### src/rtl/isbw_pkg.sv
// Shared types and constants for the integer scaled blit writer.
// Used by every module of the block; depends on nothing.
package isbw_pkg;

   localparam int COORD_W = 11;
   localparam int SCALE_W = 3;
   localparam int PITCH_W = 12;
   localparam int COLOR_W = 8;
   localparam int OUT_ADDR_W = 22;
   localparam int CSR_IDX_W = 3;
   localparam int CSR_DATA_W = 12;

   // column/row times scale plus offset, one bit of headroom
   localparam int BASE_W = COORD_W + SCALE_W + 1;
   localparam int ROW_W = BASE_W + PITCH_W;
   localparam int SUM_W = ROW_W + 1;

   localparam int QUEUE_DEPTH = 4;
   localparam int QPTR_W = $clog2(QUEUE_DEPTH);
   localparam int QCNT_W = $clog2(QUEUE_DEPTH + 1);

   localparam logic [CSR_IDX_W-1:0] CSR_DEST_X = 3'd0;
   localparam logic [CSR_IDX_W-1:0] CSR_DEST_Y = 3'd1;
   localparam logic [CSR_IDX_W-1:0] CSR_SRC_WIDTH = 3'd2;
   localparam logic [CSR_IDX_W-1:0] CSR_SCALE = 3'd3;
   localparam logic [CSR_IDX_W-1:0] CSR_PITCH = 3'd4;

   localparam logic [COORD_W-1:0] SRC_WIDTH_RST = 11'd320;
   localparam logic [SCALE_W-1:0] SCALE_RST = 3'd1;
   localparam logic [PITCH_W-1:0] PITCH_RST = 12'd320;

   typedef struct packed {
      logic [COORD_W-1:0] dest_x;
      logic [COORD_W-1:0] dest_y;
      logic [COORD_W-1:0] src_width;
      logic [SCALE_W-1:0] scale;
      logic [PITCH_W-1:0] pitch;
   } cfg_type;

   typedef struct packed {
      logic [COLOR_W-1:0] color;
      logic last;
      logic [BASE_W-1:0] base_x;
      logic [BASE_W-1:0] base_y;
      logic [SCALE_W-1:0] scale;
   } blk_type;

endpackage

### src/rtl/isbw_front.sv
// Front end: accepts source pixels, tracks column and row, computes block origin.
// Depends on isbw_pkg.
module isbw_front import isbw_pkg::*; #(
   parameter int MAX_SCALE = 4
) (
   input  logic               clock,
   input  logic               reset,
   input  cfg_type            cfg,
   input  logic               req_tvalid,
   output logic               req_tready,
   input  logic [COLOR_W-1:0] req_tdata,   // [7:0] pixel_color
   input  logic               req_tlast,   // last_in_image
   input  logic               q_full,
   output logic               push_valid,
   output blk_type            push_blk
);

   logic [COORD_W-1:0] col_ff, col_in;
   logic [COORD_W-1:0] row_ff, row_in;
   logic [SCALE_W-1:0] eff_scale;
   logic               take;
   logic [COORD_W:0]   col_next;

   always_comb begin
      if (cfg.scale == '0) begin
         eff_scale = SCALE_W'(1);
      end else if (int'(cfg.scale) > MAX_SCALE) begin
         eff_scale = SCALE_W'(MAX_SCALE);
      end else begin
         eff_scale = cfg.scale;
      end
   end

   assign req_tready = !q_full;
   assign take = req_tvalid && req_tready;
   assign push_valid = take;

   always_comb begin
      push_blk.color = req_tdata;
      push_blk.last = req_tlast;
      push_blk.base_x = BASE_W'(col_ff) * BASE_W'(eff_scale) + BASE_W'(cfg.dest_x);
      push_blk.base_y = BASE_W'(row_ff) * BASE_W'(eff_scale) + BASE_W'(cfg.dest_y);
      push_blk.scale = eff_scale;
   end

   assign col_next = {1'b0, col_ff} + (COORD_W+1)'(1);

   always_comb begin
      col_in = col_ff;
      row_in = row_ff;
      if (take) begin
         if (req_tlast) begin
            col_in = '0;
            row_in = '0;
         end else if (col_next >= {1'b0, cfg.src_width}) begin
            // wrap to the next source row
            col_in = '0;
            row_in = row_ff + COORD_W'(1);
         end else begin
            col_in = col_next[COORD_W-1:0];
         end
      end
   end

   always_ff @(posedge clock) begin
      if (reset) begin
         col_ff <= '0;
         row_ff <= '0;
      end else begin
         col_ff <= col_in;
         row_ff <= row_in;
      end
   end

endmodule

### src/rtl/isbw_queue.sv
// Short queue of block descriptors between front end and write generator.
// Depends on isbw_pkg.
module isbw_queue import isbw_pkg::*; (
   input  logic    clock,
   input  logic    reset,
   input  logic    push_valid,
   input  blk_type push_blk,
   input  logic    pop,
   output logic    q_full,
   output logic    q_valid,
   output blk_type head_blk
);

   blk_type            mem_ff [QUEUE_DEPTH];
   logic [QPTR_W-1:0]  wr_ptr_ff, wr_ptr_in;
   logic [QPTR_W-1:0]  rd_ptr_ff, rd_ptr_in;
   logic [QCNT_W-1:0]  count_ff, count_in;
   logic               do_push, do_pop;

   assign q_full = (count_ff == QCNT_W'(QUEUE_DEPTH));
   assign q_valid = (count_ff != '0);
   assign head_blk = mem_ff[rd_ptr_ff];

   assign do_push = push_valid && !q_full;
   assign do_pop = pop && q_valid;

   always_comb begin
      wr_ptr_in = do_push ? wr_ptr_ff + QPTR_W'(1) : wr_ptr_ff;
      rd_ptr_in = do_pop ? rd_ptr_ff + QPTR_W'(1) : rd_ptr_ff;
      count_in = count_ff;
      if (do_push && !do_pop) begin
         count_in = count_ff + QCNT_W'(1);
      end else if (do_pop && !do_push) begin
         count_in = count_ff - QCNT_W'(1);
      end
   end

   always_ff @(posedge clock) begin
      if (do_push) begin
         mem_ff[wr_ptr_ff] <= push_blk;
      end
   end

   always_ff @(posedge clock) begin
      if (reset) begin
         wr_ptr_ff <= '0;
         rd_ptr_ff <= '0;
         count_ff <= '0;
      end else begin
         wr_ptr_ff <= wr_ptr_in;
         rd_ptr_ff <= rd_ptr_in;
         count_ff <= count_in;
      end
   end

endmodule

### src/rtl/isbw_back.sv
// Write generator: expands one block descriptor into scale*scale frame-buffer writes.
// Depends on isbw_pkg; feeds the result register.
module isbw_back import isbw_pkg::*; #(
   parameter int ADDR_BITS = 22
) (
   input  logic               clock,
   input  logic               reset,
   input  logic [PITCH_W-1:0] pitch,
   input  logic               q_valid,
   input  blk_type            head_blk,
   output logic               pop,
   output logic               rsp_tvalid,
   input  logic               rsp_tready,
   output logic [31:0]        rsp_tdata,   // [21:0] write_address, [29:22] write_color
   output logic               rsp_tuser,   // last_of_pixel
   output logic               rsp_tlast    // image_done
);

   localparam int EXT_W = ((SUM_W > ADDR_BITS) ? SUM_W : ADDR_BITS) + 1;
   localparam logic [EXT_W-1:0] ADDR_SAT = EXT_W'((64'd1 << ADDR_BITS) - 64'd1);

   // current block
   logic               cur_valid_ff, cur_valid_in;
   logic [ROW_W-1:0]   row_addr_ff, row_addr_in;
   logic [BASE_W-1:0]  bx_ff, bx_in;
   logic [SCALE_W-1:0] s_ff, s_in;
   logic [SCALE_W-1:0] m_ff, m_in;
   logic [SCALE_W-1:0] n_ff, n_in;
   logic [COLOR_W-1:0] color_ff, color_in;
   logic               last_ff, last_in;

   // result register
   logic                  out_valid_ff, out_valid_in;
   logic [OUT_ADDR_W-1:0] out_addr_ff, out_addr_in;
   logic [COLOR_W-1:0]    out_color_ff, out_color_in;
   logic                  out_lpix_ff, out_lpix_in;
   logic                  out_done_ff, out_done_in;

   logic               out_free, emit, n_end, m_end, fin;
   logic [EXT_W-1:0]   sum;

   assign out_free = !out_valid_ff || rsp_tready;
   assign emit = cur_valid_ff && out_free;
   assign n_end = (n_ff == s_ff - SCALE_W'(1));
   assign m_end = (m_ff == s_ff - SCALE_W'(1));
   assign fin = n_end && m_end;
   assign pop = !cur_valid_ff || (emit && fin);

   assign sum = EXT_W'(row_addr_ff) + EXT_W'(bx_ff) + EXT_W'(n_ff);

   always_comb begin
      cur_valid_in = cur_valid_ff;
      row_addr_in = row_addr_ff;
      bx_in = bx_ff;
      s_in = s_ff;
      m_in = m_ff;
      n_in = n_ff;
      color_in = color_ff;
      last_in = last_ff;
      if (pop) begin
         // load the next block, or go empty
         cur_valid_in = q_valid;
         row_addr_in = ROW_W'(head_blk.base_y) * ROW_W'(pitch);
         bx_in = head_blk.base_x;
         s_in = head_blk.scale;
         m_in = '0;
         n_in = '0;
         color_in = head_blk.color;
         last_in = head_blk.last;
      end else if (emit) begin
         if (n_end) begin
            n_in = '0;
            m_in = m_ff + SCALE_W'(1);
            row_addr_in = row_addr_ff + ROW_W'(pitch);
         end else begin
            n_in = n_ff + SCALE_W'(1);
         end
      end
   end

   always_comb begin
      out_valid_in = out_valid_ff;
      out_addr_in = out_addr_ff;
      out_color_in = out_color_ff;
      out_lpix_in = out_lpix_ff;
      out_done_in = out_done_ff;
      if (emit) begin
         out_valid_in = 1'b1;
         out_addr_in = (sum > ADDR_SAT) ? ADDR_SAT[OUT_ADDR_W-1:0] : sum[OUT_ADDR_W-1:0];
         out_color_in = color_ff;
         out_lpix_in = fin;
         out_done_in = fin && last_ff;
      end else if (rsp_tready) begin
         out_valid_in = 1'b0;
      end
   end

   always_ff @(posedge clock) begin
      if (reset) begin
         cur_valid_ff <= 1'b0;
         out_valid_ff <= 1'b0;
      end else begin
         cur_valid_ff <= cur_valid_in;
         out_valid_ff <= out_valid_in;
      end
      row_addr_ff <= row_addr_in;
      bx_ff <= bx_in;
      s_ff <= s_in;
      m_ff <= m_in;
      n_ff <= n_in;
      color_ff <= color_in;
      last_ff <= last_in;
      out_addr_ff <= out_addr_in;
      out_color_ff <= out_color_in;
      out_lpix_ff <= out_lpix_in;
      out_done_ff <= out_done_in;
   end

   assign rsp_tvalid = out_valid_ff;
   assign rsp_tdata = {2'b00, out_color_ff, out_addr_ff};
   assign rsp_tuser = out_lpix_ff;
   assign rsp_tlast = out_done_ff;

`ifndef NO_ASSERTIONS
   a_idx_in_block: assert property (@(posedge clock) disable iff (reset)
      cur_valid_ff |-> (n_ff < s_ff) && (m_ff < s_ff))
      else $error("block index beyond scale");

   a_done_on_pixel_end: assert property (@(posedge clock) disable iff (reset)
      out_valid_ff && out_done_ff |-> out_lpix_ff)
      else $error("image end flagged on a write that does not close its pixel");

   a_no_pop_midblock: assert property (@(posedge clock) disable iff (reset)
      cur_valid_ff && !fin |-> !pop)
      else $error("queue popped in the middle of a block");

   a_reset_clears_out: assert property (@(posedge clock)
      $past(reset) |-> !out_valid_ff && !cur_valid_ff)
      else $error("result or block valid after reset");
`endif

endmodule

### src/rtl/integer_scaled_blit_writer.sv
// Top level of the integer scaled blit writer: control registers, front end,
// descriptor queue and write generator. Depends on isbw_pkg and the isbw_* modules.
//
//  channel   ports                        payload
//  req       req_tvalid/tready/tdata/tlast  pixel_color, last_in_image
//  rsp       rsp_tvalid/tready/tdata/tuser/tlast  address, color, last_of_pixel, image_done
//  csr       csr_we/index/wdata           dest_x, dest_y, src_width, scale, pitch
//
// Each pixel expands into scale*scale writes, one write per cycle from the
// back end's block counter while rsp is not stalled; at scale 1 a pixel enters
// and leaves every cycle. A pixel reaches rsp via the queue entry, the block and result registers.
// Synchronous reset clears the counters, the queue and both valid stages.
// A stalled rsp side holds the result register; the four-entry queue keeps
// req accepting until it fills.
module integer_scaled_blit_writer import isbw_pkg::*; #(
   parameter int MAX_SCALE = 4,
   parameter int ADDR_BITS = 22
) (
   input  logic                  clock,
   input  logic                  reset,
   input  logic                  req_tvalid,
   output logic                  req_tready,
   input  logic [COLOR_W-1:0]    req_tdata,   // [7:0] pixel_color
   input  logic                  req_tlast,   // last_in_image
   output logic                  rsp_tvalid,
   input  logic                  rsp_tready,
   output logic [31:0]           rsp_tdata,   // [21:0] write_address, [29:22] write_color
   output logic                  rsp_tuser,   // last_of_pixel
   output logic                  rsp_tlast,   // image_done
   input  logic                  csr_we,
   input  logic [CSR_IDX_W-1:0]  csr_index,
   input  logic [CSR_DATA_W-1:0] csr_wdata
);

   cfg_type cfg_ff, cfg_in;
   logic    q_full, q_valid, push_valid, pop;
   blk_type push_blk, head_blk;

   always_comb begin
      cfg_in = cfg_ff;
      if (csr_we) begin
         unique case (csr_index)
            CSR_DEST_X:    cfg_in.dest_x = csr_wdata[COORD_W-1:0];
            CSR_DEST_Y:    cfg_in.dest_y = csr_wdata[COORD_W-1:0];
            CSR_SRC_WIDTH: cfg_in.src_width = csr_wdata[COORD_W-1:0];
            CSR_SCALE:     cfg_in.scale = csr_wdata[SCALE_W-1:0];
            CSR_PITCH:     cfg_in.pitch = csr_wdata[PITCH_W-1:0];
            default:       cfg_in = cfg_ff;
         endcase
      end
   end

   always_ff @(posedge clock) begin
      if (reset) begin
         cfg_ff.dest_x <= '0;
         cfg_ff.dest_y <= '0;
         cfg_ff.src_width <= SRC_WIDTH_RST;
         cfg_ff.scale <= SCALE_RST;
         cfg_ff.pitch <= PITCH_RST;
      end else begin
         cfg_ff <= cfg_in;
      end
   end

   isbw_front #(
      .MAX_SCALE(MAX_SCALE)
   ) u_front (
      .clock      (clock),
      .reset      (reset),
      .cfg        (cfg_ff),
      .req_tvalid (req_tvalid),
      .req_tready (req_tready),
      .req_tdata  (req_tdata),
      .req_tlast  (req_tlast),
      .q_full     (q_full),
      .push_valid (push_valid),
      .push_blk   (push_blk)
   );

   isbw_queue u_queue (
      .clock      (clock),
      .reset      (reset),
      .push_valid (push_valid),
      .push_blk   (push_blk),
      .pop        (pop),
      .q_full     (q_full),
      .q_valid    (q_valid),
      .head_blk   (head_blk)
   );

   isbw_back #(
      .ADDR_BITS(ADDR_BITS)
   ) u_back (
      .clock      (clock),
      .reset      (reset),
      .pitch      (cfg_ff.pitch),
      .q_valid    (q_valid),
      .head_blk   (head_blk),
      .pop        (pop),
      .rsp_tvalid (rsp_tvalid),
      .rsp_tready (rsp_tready),
      .rsp_tdata  (rsp_tdata),
      .rsp_tuser  (rsp_tuser),
      .rsp_tlast  (rsp_tlast)
   );

endmodule
### config.mk
export PLATFORM = sky130hd
export DESIGN_NAME = integer_scaled_blit_writer
export DESIGN_NICKNAME = d
export VERILOG_FILES = /design/src/rtl/isbw_pkg.sv /design/src/rtl/isbw_front.sv /design/src/rtl/isbw_queue.sv /design/src/rtl/isbw_back.sv /design/src/rtl/integer_scaled_blit_writer.sv
export SDC_FILE = /design/constraint.sdc
export NUM_CORES = 1
export LEC_CHECK = 0
export BUFFER_PORTS_ARGS = -buffer_cell sky130_fd_sc_hd__clkbuf_2
export CORE_ASPECT_RATIO = 0.5
export CORE_MARGIN = 3
export CORE_UTILIZATION = 45
export CTS_CLUSTER_SIZE = 8
export DETAILED_ROUTE_END_ITERATION = 8
export PLACE_DENSITY = 0.58
export SETUP_SLACK_MARGIN = 0.1
export SYNTH_ARGS = -nofsm -noshare
export SYNTH_HDL_FRONTEND = slang
export SYNTH_HIERARCHICAL = 1
export SYNTH_SLANG_ARGS = --single-unit
### constraint.sdc
create_clock -name clock -period 15.24 [get_ports clock]
set_input_delay 0 -clock clock [delete_from_list [all_inputs] [get_ports clock]]
set_output_delay 0 -clock clock [all_outputs]
set_load 0.05 [all_outputs]
==> metrics.md, run 1 <==
| Metric | Value |
|---|---|
| Status | finished clean |
| Routability congestion estimate | 0.8142 |
| PnR worst setup slack | 8.636 ns |
| 1st-pass router iterations | 5 |
| Port bufs | 62 |
| Setup CP Type | reg -> reg |
| Worst path required time | 15.53 ns |
| RSZ-0062 raised after global routing | false |
| Post-synth top area share | 0.3144 |
| Sink Count | 341 |
| Synth async-reset ratio | 0 |
| Simple-gate share of the synthesized area | 0.1482 |
| Post-synthesis compound-gate area fraction | 0.07438 |
| DP Cell Count | 2,895 |
| Via count | 15.95k |
| Worst EP arrival | 6.89 ns |
| PwrDens | 171.4 nW/µm² |
| Routed metal-1 wirelength | 26,000 µm |
| WL met2 | 24,500 µm |
| Type of element capturing the critical path | register |
| # fillers | 4,734 |
| Hold Path End | u_front/col_ff[1]$_SDFFE_PP0P_ |
| Die Ht | 170.2 µm |
| Hold path start | req_tvalid |
| ANT cells | 0 |
| Worst ir drop on vdd | 0.09794 mV |
| Max Cap Viol | 0 |
| Top-count cell post-synth | inv_1 |
| Largest net degree at the start of global routing | 72 |
| Dpl cell area | 25,040 µm² |
| Area occupied by registers | 9371 µm² |
| Number of synthesized flops with an enable pin | 254 |
| Post-cts resize count | 0 |
| Most frequent cells after synthesis | inv_1, edfxtp_1, nand2_1 |
| Pre-CTS setup slack | 8.612 ns |
| Total length of routed wires | 53,860 µm |
| #FFs+latches synth | 341 |
| Drt drc | 0 |
| GRT Overall Usage | 0.1948 |
| WL met3 | 2471 µm |
| Dominant cell type by area after synthesis | edfxtp_1 |
| Worst-Skew Late Latency | 0.58 ns |
| DR iter-0 viols | 939 |
| Largest family of logic cells by synthesized area | adder cells |
| Count of final hold-check violations | 0 |
| Initial antenna violation count | 1 |
| Slew headroom | 0.3311 |
| Cts bufs inserted | 49 |
| ANT nets after route | 0 |
| First-pass GRT wire length | 88,320 µm |
| Mapped Area | 24,260 µm² |
| Layout Nets | 2,640 |
| Placeable Area | 52,630 µm² |
| Hold Crit Class | in -> reg |
| R2r setup slk | 8.64 ns |
| XOR/XNOR share of the synthesized area | 0.03286 |
| Setup violators final | 0 |
| Clk slew on worst S/H paths | 0.05 ns |
| Die width | 334.3 µm |
| Wirelength per Cell | 17.89 µm |
| Measured slew at the worst slew-check pin | 0.9907 ns |
| Initial core utilization | 0.4609 |
| Setup_tns | 0 ns |
| GRT Residual Overflow | 0 |
| Mapped Cells | 2,214 |
| Multiplexer share of the synthesized area | 0.06381 |
| CTS root buf | clkbuf_16 |
| Area occupied by multi-input gates | 13,250 µm² |
| Vias per cell | 5.297 |
| R2R depth | 19 |
| Post-DP HPWL | 39,800 µm |
| Startpoint types | register |
| Final min period | 6.604 ns |
| Hold path cells | 4 |
| Full die area | 56,890 µm² |
| Deepest clock path buffer count | 3 |
| H-tree Lvls | 2 |
| Sequential area share after synthesis | 0.3862 |
| Fin area | 26,790 µm² |
| Leakage | 11.48 nW |
| Synth warnings | 6 |
| P&R area growth vs syn | 10.44% |
| Avg Synthesized Cell Area | 10.96 µm² |
| IO Count | 65 |
| Cell Count, Final, Fillers Out | 3,010 |
| Yosys cell types | 86 |
| Max layer used | met5 |
| CTS tree | yes |
| Fin crit share | 0.4333 |
| Clock Skews | 0.04195 ns |
| Fmax | 151.4 MHz |
| Area share of fa/ha/maj cells after synthesis | 0.2261 |
| Row count | 59 |
| Slew Limit Fails | 0 |
| Vias in the first global route | 16.33k |
| Layout cell share with drive strength beyond 1 | 0.09398 |
| CP Max Fanout | 42 |
| RR Endpoint | u_back/row_addr_ff[18]$_DFFE_PP_ |
| Synth area leaders | edfxtp_1, fa_1, ha_1, dfxtp_1, inv_1 |
| Most common flop cell mapped by yosys | edfxtp_1 |
==> sequential cells by signal, summed over array words and instances (netlist names), named ones only <==
name and cells:
cfg_ff 48, u_back/bx_ff 15, u_back/color_ff 8, u_back/cur_valid_ff 1, u_back/last_ff 1, u_back/m_ff 3
u_back/n_ff 3, u_back/out_addr_ff 22, u_back/out_color_ff 8, u_back/row_addr_ff 27, u_back/rsp_tlast 1, u_back/rsp_tuser 1
u_back/rsp_tvalid 1, u_back/s_ff 3, u_front/col_ff 11, u_front/row_ff 11, u_queue/count_ff 3, u_queue/mem_ff 168
u_queue/rd_ptr_ff 2, u_queue/wr_ptr_ff 2
==> cells by family after synthesis <==
logic type               count (synthesis)
adder cells (fa/ha/maj)                334
XOR/XNOR                                91
buffers and inverters                  396
AND/OR/NAND/NOR                        685
flip-flops                             341
multiplexers                           102
other                                    1
AO/OA/AOI/OAI                          264
==> how the worst max path moves through the flow <==
stage / end / cells after the start
finish: u_back/row_addr_ff[18]$_DFFE_PP_ / 19
floorplan: u_back/row_addr_ff[26]$_DFFE_PP_ / 21
global route: u_back/row_addr_ff[26]$_DFFE_PP_ / 18
detailed placement: u_back/row_addr_ff[26]$_DFFE_PP_ / 18
CTS: u_back/row_addr_ff[26]$_DFFE_PP_ / 19
global placement: u_back/row_addr_ff[23]$_DFFE_PP_ / 20
==> power by group <==
part | internal, mW | switching [mW]
combinational | 0.865 | 1.36
sequential | 1.25 | 0.111
clock | 0.599 | 0.406
total | 2.72 | 1.87
==> final cells by class <==
class	count	share of cell area
Clock inverter	5	0.003503
Multi-Input combinational cell	1478	0.4946
Tap cell	701	0.03274
Inverter	298	0.04175
Sequential cell	341	0.3498
Clock buffer	78	0.04983
Timing Repair Buffer	109	0.02774
==> worst max-delay path, stage by stage (launching register included) <==
cell and delay, ns:
dfxtp_2 0.30, buf_4 0.51, mux4_2 0.55, and2_1 0.23, fa_1 0.50, fa_1 0.52
fa_1 0.52, fa_1 0.55, inv_1 0.06, fa_1 0.52, inv_1 0.04, ha_1 0.36
a21o_1 0.22, a21o_1 0.19, a221o_1 0.38, o21ai_0 0.26, nand2b_1 0.09, a21oi_1 0.19
xor2_1 0.18, mux2i_1 0.09
==> cell usage in the layout (no fill, tap or decap), types with 7 or more instances in the layout <==
master	netlist	final
nand2_1	204	203
nand2_2	9	9
edfxtp_1	254	254
and3_1	15	15
o21bai_1	9	9
ha_1	160	160
mux4_2	42	42
o21a_1	11	11
o21ai_0	60	60
a21oi_1	66	66
mux2i_1	59	59
o32ai_1	8	8
a211o_1	7	7
buf_4	14	15
dfxtp_1	87	85
clkbuf_16	0	49
nand3_1	46	46
nand2b_1	75	75
xnor2_1	45	45
o211ai_1	10	10
and2_1	133	129
a211oi_1	10	10
nor2b_1	14	14
dlygate4sd3_1	0	32
a21o_1	25	25
inv_1	297	297
xor2_1	46	46
or4_1	9	9
fa_1	174	174
nor4_1	7	7
nor2_1	78	78
nand4_1	23	23
clkbuf_2	0	62
clkbuf_1	61	29
nor3_1	23	23
or3_1	16	16
or2_2	7	7
==> routing by layer <==
metal | global-route usage | vias up
li1 | - | 7656
met1 | 0.2784 | 7912
met2 | 0.3153 | 308
met3 | 0.03437 | 67
met4 | 0.03795 | 2
met5 | 0 | -
==> per-stage QoR <==
step / total power, mW / utilization / hold slack (ns)
after global routing: 4.994 / 0.5090 / 0.1586
after floorplan: 3.089 / - / 0.06907
after CTS: 4.647 / 0.5090 / 0.1307
after detailed placement: 3.614 / 0.4757 / 0.2255
after global placement: 3.585 / 0.4757 / 0.2218
final: 4.592 / 0.5090 / 0.1744
==> repair_timing <==
action / in CTS / in global routing
setup buffers: 0 / 0
hold buffers: 32 / 0
hold endpoints to repair: 93 / 0
(Power assumes the default switching activity.)
==> inputs of run 2 (changes only) <==
--- a/config.mk
+++ b/config.mk
@@ -5,6 +5,7 @@
 export SDC_FILE = /design/constraint.sdc
 export NUM_CORES = 1
 export LEC_CHECK = 0
+export ABC_AREA = 1
 export BUFFER_PORTS_ARGS = -buffer_cell sky130_fd_sc_hd__clkbuf_2
 export CORE_ASPECT_RATIO = 0.5
 export CORE_MARGIN = 3
==> constraint.sdc (replaced) <==
create_clock -name clock -period 6.5 [get_ports clock]
set_input_delay 0 -clock clock [delete_from_list [all_inputs] [get_ports clock]]
set_output_delay 0 -clock clock [all_outputs]
set_load 0.05 [all_outputs]
==> run 2 against run 1 <==
Effect of this change: design area up 4.0%; combinational power grew to 3.9 times the previous value; clock-buffer cell count grew 1; die area increased by 3.2%; critical path depth up 2; routed wire length rose by 16%; worst hold slack gained 0.0025 ns; clock power is 130% higher; critical path type unchanged.
==> metrics.md, run 2 <==
| Metric | Value |
|---|---|
| PwrDens | 517.0 nW/µm² |
| Startpoint types | register |
| Sink Count | 341 |
| Worst ir drop on vdd | 0.3696 mV |
| Fmax | 167.0 MHz |
| Yosys cell types | 46 |
| Cts bufs inserted | 49 |
| Routability congestion estimate | 0.9306 |
| Mapped Area | 25,050 µm² |
| Worst EP arrival | 6.31 ns |
| Leakage | 13.13 nW |
| Initial antenna violation count | 2 |
| Largest register FFs | 168 |
| Initial core utilization | 0.4610 |
| Worst path required time | 6.83 ns |
| Largest register by flop count | u_queue/mem_ff |
| Count of final hold-check violations | 0 |
| Top-count cell post-synth | nand2_1 |
| Post-route total power | 14.40 mW |
| Largest net degree at the start of global routing | 55 |
| Placeable Area | 54,350 µm² |
| Most frequent cells after synthesis | nand2_1, inv_1, nor2_1 |
| Hold Crit Class | in -> reg |
| CTS tree | yes |
| Wirelength per Cell | 16.50 µm |
| IO Count | 65 |
| Synth area leaders | edfxtp_1, fa_1, nand2_1, ha_1, inv_1 |
| GRT Overall Usage | 0.2161 |
| Setup_tns | 0 ns |
| PnR worst setup slack | 0.5135 ns |
| Slew headroom | 0.2114 |
| Pre-CTS setup slack | 0.4684 ns |
| Vias in the first global route | 18.71k |
| ANT nets after route | 0 |
| Setup violators final | 0 |
| Synth warnings | 6 |
| DR iter-0 viols | 1,444 |
| Sequential area share after synthesis | 0.3740 |
| Total length of routed wires | 62,670 µm |
| Post-CTS setup buffers | 0 |
| GRT Residual Overflow | 0 |
| H-tree Lvls | 2 |
| Clock Skews | 0.03645 ns |
| Slowest CP cell | fa_1 |
| Max Cap Viol | 0 |
| Most common cell after layout, fill and taps aside | nand2_1 |
| Crit-path leading delay family | adder cells |
| Type of element capturing the critical path | register |
| 1st-pass router iterations | 5 |
| RSZ-0062 raised after global routing | false |
| Final Core Density | 0.5126 |
| Status | finished clean |
| Critical Path Most Common Cell | fa_1 |
| Slew Limit Fails | 0 |
| Post-synth top area share | 0.3044 |
| Final min period | 5.986 ns |
| Deepest clock path buffer count | 3 |
| #FFs+latches synth | 341 |
| Port bufs | 62 |
| Post-DP HPWL | 46,570 µm |
| Die Ht | 172.8 µm |
| P&R area growth vs syn | 11.20% |
| Number of synthesized flops with an enable pin | 254 |
| Measured slew at the worst slew-check pin | 1.180 ns |
| Area occupied by multi-input gates | 13,090 µm² |
| Avg Synthesized Cell Area | 8.551 µm² |
| Worst Path Buf+Inv | 5 |
| CTS root buf | clkbuf_16 |
| Largest registers | u_queue/mem_ff x168, cfg_ff x48, u_back/row_addr_ff x27 |
| CP Max Fanout | 17 |
| Vias per cell | 5.008 |
| Commonest non-fill, non-tap cells in the layout | nand2_1, inv_1, nor2_1 |
| Dominant cell type by area after synthesis | edfxtp_1 |
| Die width | 339.7 µm |
| Layout Nets | 3,383 |
| Most common flop cell mapped by yosys | edfxtp_1 |
| ANT cells | 0 |
| Setup CP Type | reg -> reg |
| Full die area | 58,710 µm² |
| Worst-Skew Late Latency | 0.60 ns |
| Fin crit share | 0.9210 |
| Synth async-reset ratio | 0 |
| Row count | 60 |
| Mapped Cells | 2,930 |
| First-pass GRT wire length | 102,200 µm |
| Largest stage delay on the critical path | 0.56 ns |
| Drt drc | 0 |
| Layout cell share with drive strength beyond 1 | 0.07632 |
| Area occupied by registers | 9370 µm² |
| # fillers | 5,216 |
| CP cell instances | inv_1 -> o21ai_0 -> o22ai_1 -> buf_4 -> nand2_1 -> fa_1 -> fa_1 -> inv_1 -> fa_1 -> fa_1 -> inv_1 -> fa_1 -> inv_1 -> ha_1 -> a21oi_1 -> o21ai_0 -> a21oi_1 -> o21ai_1 -> or2_2 -> nand3_1 -> nand2_1 |
| Clk slew on worst S/H paths | 0.05 ns |
| Via count | 19.02k |
-- run 2: cell types whose count changed in the layout (fill, tap and decap cells not counted), moves of 33 or more --
cell	change
nand2b_1	-74
mux2i_1	-59
a21oi_1	+33
nand3_1	+102
mux4_2	-42
inv_1	+225
o21ai_0	+49
nor2_1	+257
o21ai_1	+33
and2_1	-128
nand2_1	+419
o22ai_1	+42
-- run 2: area by class of cell --
| type | instances | area share |
|---|---|---|
| Clock buffer | 79 | 0.04806 |
| Clock inverter | 5 | 0.002605 |
| Inverter | 528 | 0.07114 |
| Multi-Input combinational cell | 1950 | 0.4697 |
| Sequential cell | 341 | 0.3363 |
| Tap cell | 744 | 0.03341 |
| Timing Repair Buffer | 150 | 0.03876 |
-- run 2: worst reg2reg max path: stages (launching register included) --
cell and delay (ns):
dfxtp_1 0.31, inv_1 0.41, o21ai_0 0.18, o22ai_1 0.15, buf_4 0.22, nand2_1 0.09
fa_1 0.48, fa_1 0.56, inv_1 0.06, fa_1 0.51, fa_1 0.55, inv_1 0.06
fa_1 0.54, inv_1 0.04, ha_1 0.35, a21oi_1 0.31, o21ai_0 0.17, a21oi_1 0.19
o21ai_1 0.14, or2_2 0.29, nand3_1 0.07, nand2_1 0.06
-- run 2: logic make-up (layout without fill, tap and decap cells) --
group,Yosys count,count (layout),synth area share
DFF,341,341,0.3740
AOI/OAI and AO/OA,312,312,0.06782
xor gates and xnor gates,84,84,0.02936
and+or+nand+nor,1218,1218,0.2042
buffers and inverters,640,762,0.1056
adders and majority gates,334,334,0.2189
other,1,2,0.0001497
-- run 2: where the power goes --
part	leakage (nW)	internal, mW	total [mW]	switching, mW
clock	0.673	1.40	2.37	0.965
combinational	9.35	2.94	8.75	5.81
sequential	3.11	3.01	3.28	0.269
total	13.1	7.35	14.4	7.05
-- run 2: path summary, 6_finish.rpt --
check,slack (ns),cells past startpoint,end,start
worst max-delay path,0.51,21,u_back/row_addr_ff[18]$_DFFE_PP_,register
worst max register to register,0.51,21,u_back/row_addr_ff[18]$_DFFE_PP_,register
worst min-delay path,0.18,2,u_queue/mem_ff[0][41]$_DFFE_PP_,req_tdata[7]
worst min register to register,0.41,0,u_back/out_color_ff[4]$_DFFE_PP_,u_back/color_ff[4]$_DFFE_PN_
-- run 2: metrics by stage --
step	cells	hold WS, ns	cell area (µm²)
6_report	3797	0.1769	27860
5_1_grt	3797	0.1777	27860
4_1_cts	3797	0.1497	27860
3_5_place_dp	3671	0.2183	26020
3_3_place_gp	3671	0.2200	26020
2_1_floorplan	2931	0.06907	25060
-- run 2: repair_timing --
action / CTS / global route
gates resized for setup: 0 / 1
endpoints found under the hold margin: 108 / 0
setup endpoints to repair: 0 / 3
hold buffers: 42 / 0
-- run 2: routing by layer --
layer,vias to the layer above,track usage,wire length [µm]
li1,9451,-,-
met1,9136,0.3202,30970
met2,368,0.3421,27750
met3,62,0.02997,3018
met4,0,0.03791,931
met5,-,0,0
